<file path="config.mk">
export PLATFORM = sky130hd
export DESIGN_NAME = mwc_random_in_range
export DESIGN_NICKNAME = d
export VERILOG_FILES = /design/src/mrr_pkg.sv /design/src/mrr_gen.sv /design/src/mrr_div.sv /design/src/mwc_random_in_range.sv
export SDC_FILE = /design/constraint.sdc
export NUM_CORES = 1
export LEC_CHECK = 0
export BUFFER_PORTS_ARGS = -buffer_cell sky130_fd_sc_hd__clkbuf_2
export CAP_MARGIN = 20
export CORE_MARGIN = 2
export CORE_UTILIZATION = 43
export CTS_BUF_LIST = sky130_fd_sc_hd__clkbuf_2
export DETAILED_ROUTE_END_ITERATION = 10
export SLEW_MARGIN = 25
export SYNTH_ARGS = -nofsm -noshare
export SYNTH_HDL_FRONTEND = slang
export SYNTH_SLANG_ARGS = --single-unit
</file>
<file path="constraint.sdc">
create_clock -name i_clk -period 4.9 [get_ports i_clk]
set_input_delay 1.47 -clock i_clk [delete_from_list [all_inputs] [get_ports i_clk]]
set_output_delay 1.47 -clock i_clk [all_outputs]
set_load 0.03 [all_outputs]
</file>
<file path="src/mrr_pkg.sv">
// Shared types and constants for the multiply-with-carry random range block.
package mrr_pkg;

    // Word width of generators, bounds and results
    localparam int unsigned WORD_W = 32;
    localparam int unsigned HALF_W = 16;

    // Generator multipliers and reset seeds
    localparam logic [HALF_W-1:0] MUL_Z        = 16'd36969;
    localparam logic [HALF_W-1:0] MUL_W        = 16'd18000;
    localparam logic [WORD_W-1:0] RESET_SEED_Z = 32'd362436069;
    localparam logic [WORD_W-1:0] RESET_SEED_W = 32'd521288629;
    localparam logic [WORD_W-1:0] ALL_ONES     = 32'hFFFF_FFFF;

    // Configuration register indexes
    localparam int unsigned CFG_ADDR_W = 1;
    localparam logic [CFG_ADDR_W-1:0] CFG_SEED_Z = 1'b0;
    localparam logic [CFG_ADDR_W-1:0] CFG_SEED_W = 1'b1;

    typedef logic [WORD_W-1:0] t_word;

    // Request to the shared divider
    typedef struct packed {
        logic  start;
        t_word dividend;
        t_word divisor;
    } t_div_req;

    // Answer from the shared divider
    typedef struct packed {
        logic  done;
        t_word quotient;
    } t_div_rsp;

    // Sequencer states
    typedef enum logic [2:0] {
        ST_IDLE,
        ST_RAW,
        ST_DIV1,
        ST_DIV2,
        ST_OUT
    } t_state;

endpackage

</file>
<file path="src/mrr_gen.sv">
// Pair of multiply-with-carry generators with seed load and raw word output.
module mrr_gen (
    input  logic                        i_clk,
    input  logic                        i_rst_n,
    input  logic                        i_step,
    input  logic                        i_cfg_we,
    input  logic [mrr_pkg::CFG_ADDR_W-1:0] i_cfg_addr,
    input  mrr_pkg::t_word              i_cfg_wdata,
    output mrr_pkg::t_word              o_raw
);
    import mrr_pkg::*;

    t_word r_z, r_w;
    t_word n_z, n_w;

    // Next generator values: mult * low half + high half (never overflows)
    always_comb begin
        n_z = ({{HALF_W{1'b0}}, MUL_Z} * {{HALF_W{1'b0}}, r_z[HALF_W-1:0]})
            + {{HALF_W{1'b0}}, r_z[WORD_W-1:HALF_W]};
        n_w = ({{HALF_W{1'b0}}, MUL_W} * {{HALF_W{1'b0}}, r_w[HALF_W-1:0]})
            + {{HALF_W{1'b0}}, r_w[WORD_W-1:HALF_W]};
    end

    // State update: seed writes load, a step advances both
    always_ff @(posedge i_clk) begin
        if (!i_rst_n) begin
            r_z <= RESET_SEED_Z;
            r_w <= RESET_SEED_W;
        end else if (i_cfg_we) begin
            case (i_cfg_addr)
                CFG_SEED_Z: r_z <= i_cfg_wdata;
                CFG_SEED_W: r_w <= i_cfg_wdata;
                default:    ;
            endcase
        end else if (i_step) begin
            r_z <= n_z;
            r_w <= n_w;
        end
    end

    // raw = (z << 16) + w, mod 2^32
    assign o_raw = {r_z[HALF_W-1:0], {HALF_W{1'b0}}} + r_w;

endmodule

</file>
<file path="src/mrr_div.sv">
// Radix-2 restoring divider, one quotient bit per cycle; a new division is taken only when idle.
module mrr_div (
    input  logic              i_clk,
    input  logic              i_rst_n,
    input  mrr_pkg::t_div_req i_req,
    output mrr_pkg::t_div_rsp o_rsp
);
    import mrr_pkg::*;

    localparam int unsigned CNT_W = $clog2(WORD_W);
    localparam logic [CNT_W-1:0] CNT_LAST = CNT_W'(WORD_W - 1);

    logic             r_busy;
    logic             r_done;
    logic [CNT_W-1:0] r_cnt;
    t_word            r_rem;
    t_word            r_quo;
    t_word            r_den;

    logic [WORD_W:0]  shifted;
    logic             ge;
    logic [WORD_W:0]  diff;

    // One restoring step: shift in next dividend bit, trial subtract
    always_comb begin
        shifted = {r_rem, r_quo[WORD_W-1]};
        diff    = shifted - {1'b0, r_den};
        ge      = shifted >= {1'b0, r_den};
    end

    // Control
    always_ff @(posedge i_clk) begin
        if (!i_rst_n) begin
            r_busy <= 1'b0;
            r_done <= 1'b0;
            r_cnt  <= '0;
        end else begin
            r_done <= 1'b0;
            if (i_req.start && !r_busy) begin
                r_busy <= 1'b1;
                r_cnt  <= '0;
            end else if (r_busy) begin
                r_cnt <= r_cnt + 1'b1;
                if (r_cnt == CNT_LAST) begin
                    r_busy <= 1'b0;
                    r_done <= 1'b1;
                end
            end
        end
    end

    // Datapath
    always_ff @(posedge i_clk) begin
        if (i_req.start && !r_busy) begin
            r_rem <= '0;
            r_quo <= i_req.dividend;
            r_den <= i_req.divisor;
        end else if (r_busy) begin
            r_rem <= ge ? diff[WORD_W-1:0] : shifted[WORD_W-1:0];
            r_quo <= {r_quo[WORD_W-2:0], ge};
        end
    end

    assign o_rsp.done     = r_done;
    assign o_rsp.quotient = r_quo;

endmodule

</file>
<file path="src/mwc_random_in_range.sv">
// Top level: request sequencer around the generators and the shared divider.
//
//  channel  | direction | payload (low bit first)
//  ---------+-----------+-------------------------------
//  s_axis   | in        | tdata: max_value[31:0]
//  m_axis   | out       | tdata: random_value[31:0]
//  cfg      | in        | index 0 seed_z, index 1 seed_w
//
// A bounded request steps the generators when it is taken, forms the raw word,
// then runs two dependent divisions on the one shared divider. Bound 0 or all
// ones skips both divisions and returns the raw word.
// Reset is synchronous and loads the default seeds. A result waits in the
// output register while the next request is taken; the sequencer holds its
// result if the output register is still full when it finishes.
module mwc_random_in_range (
    input  logic                           i_clk,
    input  logic                           i_rst_n,
    // request: max_value[31:0]
    input  logic                           s_axis_tvalid,
    output logic                           s_axis_tready,
    input  logic [31:0]                    s_axis_tdata,
    // result: random_value[31:0]
    output logic                           m_axis_tvalid,
    input  logic                           m_axis_tready,
    output logic [31:0]                    m_axis_tdata,
    // seed writes
    input  logic                           i_cfg_we,
    input  logic [mrr_pkg::CFG_ADDR_W-1:0] i_cfg_addr,
    input  logic [31:0]                    i_cfg_wdata
);
    import mrr_pkg::*;

    t_state   r_state, n_state;
    t_word    r_bound;
    t_word    r_res;
    logic     r_out_valid;
    t_word    r_out_data;

    logic     in_xfer;
    logic     out_free;
    logic     bound_raw;
    t_word    raw;
    t_div_req div_req;
    t_div_rsp div_rsp;

    assign in_xfer   = s_axis_tvalid && s_axis_tready;
    assign out_free  = !r_out_valid || m_axis_tready;
    assign bound_raw = (r_bound == '0) || (r_bound == ALL_ONES);

    mrr_gen u_gen (
        .i_clk       (i_clk),
        .i_rst_n     (i_rst_n),
        .i_step      (in_xfer),
        .i_cfg_we    (i_cfg_we),
        .i_cfg_addr  (i_cfg_addr),
        .i_cfg_wdata (i_cfg_wdata),
        .o_raw       (raw)
    );

    mrr_div u_div (
        .i_clk   (i_clk),
        .i_rst_n (i_rst_n),
        .i_req   (div_req),
        .o_rsp   (div_rsp)
    );

    // Next state
    always_comb begin
        n_state = r_state;
        case (r_state)
            ST_IDLE: if (in_xfer) n_state = ST_RAW;
            ST_RAW:  n_state = bound_raw ? ST_OUT : ST_DIV1;
            ST_DIV1: if (div_rsp.done) n_state = ST_DIV2;
            ST_DIV2: if (div_rsp.done) n_state = ST_OUT;
            ST_OUT:  if (out_free) n_state = ST_IDLE;
            default: n_state = ST_IDLE;
        endcase
    end

    // Sequencer outputs: handshake and divider requests
    always_comb begin
        s_axis_tready    = 1'b0;
        div_req.start    = 1'b0;
        div_req.dividend = ALL_ONES;
        div_req.divisor  = r_bound + 1'b1;
        case (r_state)
            ST_IDLE: s_axis_tready = 1'b1;
            ST_RAW: begin
                // step = 0xFFFFFFFF / (bound + 1)
                div_req.start = !bound_raw;
            end
            ST_DIV1: begin
                // result = raw / (step + 1)
                div_req.start    = div_rsp.done;
                div_req.dividend = r_res;
                div_req.divisor  = div_rsp.quotient + 1'b1;
            end
            default: ;
        endcase
    end

    // State register
    always_ff @(posedge i_clk) begin
        if (!i_rst_n) begin
            r_state <= ST_IDLE;
        end else begin
            r_state <= n_state;
        end
    end

    // Payload registers: bound and working result
    always_ff @(posedge i_clk) begin
        if (in_xfer) begin
            r_bound <= s_axis_tdata;
        end
        if (r_state == ST_RAW) begin
            r_res <= raw;
        end else if (r_state == ST_DIV2 && div_rsp.done) begin
            r_res <= div_rsp.quotient;
        end
    end

    // Output register
    always_ff @(posedge i_clk) begin
        if (!i_rst_n) begin
            r_out_valid <= 1'b0;
        end else if (r_state == ST_OUT && out_free) begin
            r_out_valid <= 1'b1;
        end else if (m_axis_tready) begin
            r_out_valid <= 1'b0;
        end
    end

    always_ff @(posedge i_clk) begin
        if (r_state == ST_OUT && out_free) begin
            r_out_data <= r_res;
        end
    end

    assign m_axis_tvalid = r_out_valid;
    assign m_axis_tdata  = r_out_data;

endmodule
</file>
==> impl_metrics.env <==
export IMPL_synth_nets=2757
export IMPL_grt_max_degree=73
export IMPL_synth_top_cell_by_area="edfxtp_1"
export IMPL_period_needed_ns=4.96
export IMPL_r2r_slack_ns=-0.06
export IMPL_die_y_um=228
export IMPL_whs_ns=0.373
export IMPL_grt_total_usage_pct=24.7
export IMPL_syn_instance_count=2294
export IMPL_slew_headroom_pct=32.6
export IMPL_clock_latency_ns=1.02
export IMPL_drive_above_1_share_pct=26.1
export IMPL_endpoint_kind="flop"
export IMPL_grt_pass1_wl_um=101000
export IMPL_drc=0
export IMPL_whs_path_depth=0
export IMPL_holdPathEnd="m_axis_tdata[18]$_DFFE_PP_"
export IMPL_drv_slew=0
export IMPL_cts_tree="built"
export IMPL_synth_cell_types=86
export IMPL_synth_area_um2=21500
export IMPL_n_fill_cell=4569
export IMPL_io_pins=104
export IMPL_clock_path_buffers=3
export IMPL_regArea_um2=7020
export IMPL_ant_nets=0
export IMPL_initial_core_util_pct=43.3
export IMPL_violations="negative setup slack"
export IMPL_drt_iter0_drc=980
export IMPL_core_um2=49800
export IMPL_numCtsBuffers=76
export IMPL_max_freq_mhz=202
export IMPL_min_from="r_res[18]$_DFFE_PP_"
export IMPL_fin_ws_ns=-0.0559
export IMPL_startpoint_type="flop"
export IMPL_fin_skew_ns=0.129
export IMPL_async_flop_share_pct=0
export IMPL_worstReg2RegStart="u_gen.r_z[8]$_SDFFE_PN1P_"
export IMPL_drt_total_wl_um=64100
export IMPL_synth_avg_cell_area_um2=9.39
export IMPL_antenna_found_initial=3
export IMPL_r2r_end="u_gen.r_z[28]$_SDFFE_PN1P_"
export IMPL_drv_cap=0
export IMPL_grt_overflow=0
export IMPL_area_growth_syn_to_layout_pct=22.6
export IMPL_numPortBuffers=103
export IMPL_synth_area_leaders="edfxtp_1 22%, ha_1 18%, dfxtp_1 9.9%"
export IMPL_synth_edff_count=160
export IMPL_reg2reg_depth=20
export IMPL_cp_max_fo=3
export IMPL_route_detailed_wl_per_inst_um=19.2
export IMPL_fp_row_count=82
export IMPL_vias=18129
export IMPL_setup_viol=7
export IMPL_via_per_inst=5.44
export IMPL_dp_hpwl_um=49100
export IMPL_fin_cells=3330
export IMPL_multi_input_area_um2=14900
export IMPL_rsz0062_at_grt="yes"
export IMPL_grt_pass1_vias=18624
export IMPL_cts_root_buffer="clkbuf_2"
export IMPL_synth_top_area_share_pct=22.3
export IMPL_hp_class="reg2reg"
export IMPL_fp_dieW_um=228
export IMPL_required_ns=5.85
export IMPL_globalplace_congestion=0.961
export IMPL_outcome="finished with violations"
export IMPL_synth_seq_cells=267
export IMPL_post_route_period_util_pct=101
export IMPL_seq_area_frac_synth_pct=32.3
export IMPL_finalNetCount=3059
export IMPL_hold_viol=0
export IMPL_cts_clk_slew_worst_paths_ns=0.10
export IMPL_clock_sinks=267
export IMPL_dpl_cell_count=3162
export IMPL_place_ws_ns=-0.355
export IMPL_cts_htree_levels=3
export IMPL_ys_flop_type="edfxtp_1"
export IMPL_crit_type="reg2reg"
export IMPL_drt_first_pass_iters=5
export IMPL_fp_dieArea_um2=51900
export IMPL_dpl_instance_area_um2=24200
export IMPL_tightest_slew_ns=1.01
export IMPL_ys_warn_count=0
export IMPL_design_area_um2=26400
export IMPL_arrival_ns=5.90
==> placed cells by master (no fill, tap or decap), types with 31 or more instances in the layout <==
cell / count
mux2i_1: 34
ha_1: 239
nor2_1: 124
xnor2_1: 64
fa_1: 84
nor3_1: 31
o211ai_1: 32
clkbuf_2: 215
dfxtp_1: 80
a21oi_1: 99
xor2_1: 54
edfxtp_1: 160
buf_4: 188
ha_4: 61
inv_1: 203
o21ai_0: 157
nand2_1: 258
nand3_1: 54
a21o_1: 45
==> timing repair <==
| item | CTS | global route |
|---|---|---|
| hold buffers | 0 | 0 |
| pin swaps | 105 | 109 |
| buffers inserted | 16 | 14 |
| setup endpoints to repair | 29 | 33 |
| resized for setup | 128 | 128 |
==> worst max path at each step <==
stage                         startpoint                         end  slack [ns]  depth (start not counted)
2_1_floorplan  u_gen.r_w[9]$_SDFFE_PN1P_  u_gen.r_w[31]$_SDFFE_PN0P_       -0.07                         19
3_3_place_gp   u_gen.r_z[5]$_SDFFE_PN1P_  u_gen.r_z[24]$_SDFFE_PN1P_       -0.28                         21
3_5_place_dp   u_gen.r_z[1]$_SDFFE_PN0P_  u_gen.r_z[28]$_SDFFE_PN1P_       -0.36                         20
4_1_cts        u_gen.r_w[9]$_SDFFE_PN1P_  u_gen.r_w[31]$_SDFFE_PN0P_       -0.04                         18
5_1_grt        u_gen.r_w[8]$_SDFFE_PN1P_  u_gen.r_w[31]$_SDFFE_PN0P_       -0.29                         18
6_report       u_gen.r_z[8]$_SDFFE_PN1P_  u_gen.r_z[28]$_SDFFE_PN1P_       -0.06                         20
==> Yosys cell counts, types with 57 or more instances <==
cell and count:
ha_1 303, nand3_1 57, a21oi_1 128, fa_1 90
edfxtp_1 160, nand2_1 268, nor2_1 127, xnor2_1 73
xor2_1 59, dfxtp_1 107, o21ai_0 178, inv_1 226
clkbuf_1 65
==> cell families (layout without fill, tap and decap cells) <==
logic type | count (synthesis) | after routing | synth area share (%)
AOI/OAI and AO/OA | 543 | 543 | 15.9
xor gates and xnor gates | 135 | 135 | 5.60
adders and majority gates | 393 | 393 | 26.0
buffers and inverters | 306 | 667 | 5.38
DFF | 267 | 267 | 32.3
muxes | 37 | 37 | 1.73
other | 0 | 3 | 0
and+or+nand+nor | 613 | 613 | 13.2
==> final cells by class <==
cell class | instances | share of cell area (%)
diodes | 3 | 0.0284
clock buffers | 112 | 2.12
clock inverters | 25 | 0.502
inverters | 228 | 3.24
multi-input cells | 1721 | 56.5
flip-flops and latches | 267 | 26.6
well taps | 672 | 3.18
repair buffers | 302 | 7.80
==> registers in the layout, indices dropped and copies added, names as in the netlist <==
register	cells
m_axis_tdata	32
r_bound	32
r_res	32
u_div.r_den	32
u_div.r_quo	32
u_div.r_rem	32
u_gen.r_w	32
u_gen.r_z	32
u_div.r_cnt	5
r_state	3
m_axis_tvalid	1
u_div.r_busy	1
u_div.r_done	1
==> metal layers <==
layer  vias up  routed length [µm]  GRT usage [%]
met3       144                3760           4.26
met5         -                  12              0
met1      8625               27700           32.2
li1       8789                   -              -
met4         2                2260           9.29
met2       569               30300           41.1
==> metrics by stage <==
step	util [%]	TNS, ns
after floorplan	-	-0.0691
after global placement	48.6	-3.37
after detailed placement	48.6	-4.47
after CTS	51.6	-0.146
after global routing	53.1	-3.87
final	53.1	-0.218
==> critical path, cell delays in order, from the launching register on <==
cell     delay (ns)
dfxtp_2        0.35
buf_6          0.13
ha_4           0.26
ha_4           0.19
ha_4           0.26
inv_2          0.03
fa_1           0.55
inv_2          0.04
fa_1           0.51
fa_1           0.46
ha_4           0.29
o21a_1         0.13
o21ai_2        0.06
a21oi_2        0.14
nand2_2        0.10
o31ai_4        0.34
o31ai_4        0.11
o21ai_4        0.18
nand2_2        0.08
or4b_1         0.50
a31oi_1        0.16
Power is not shown: default switching activity piles up to over one toggle a cycle in this logic, so the estimate is an artifact.
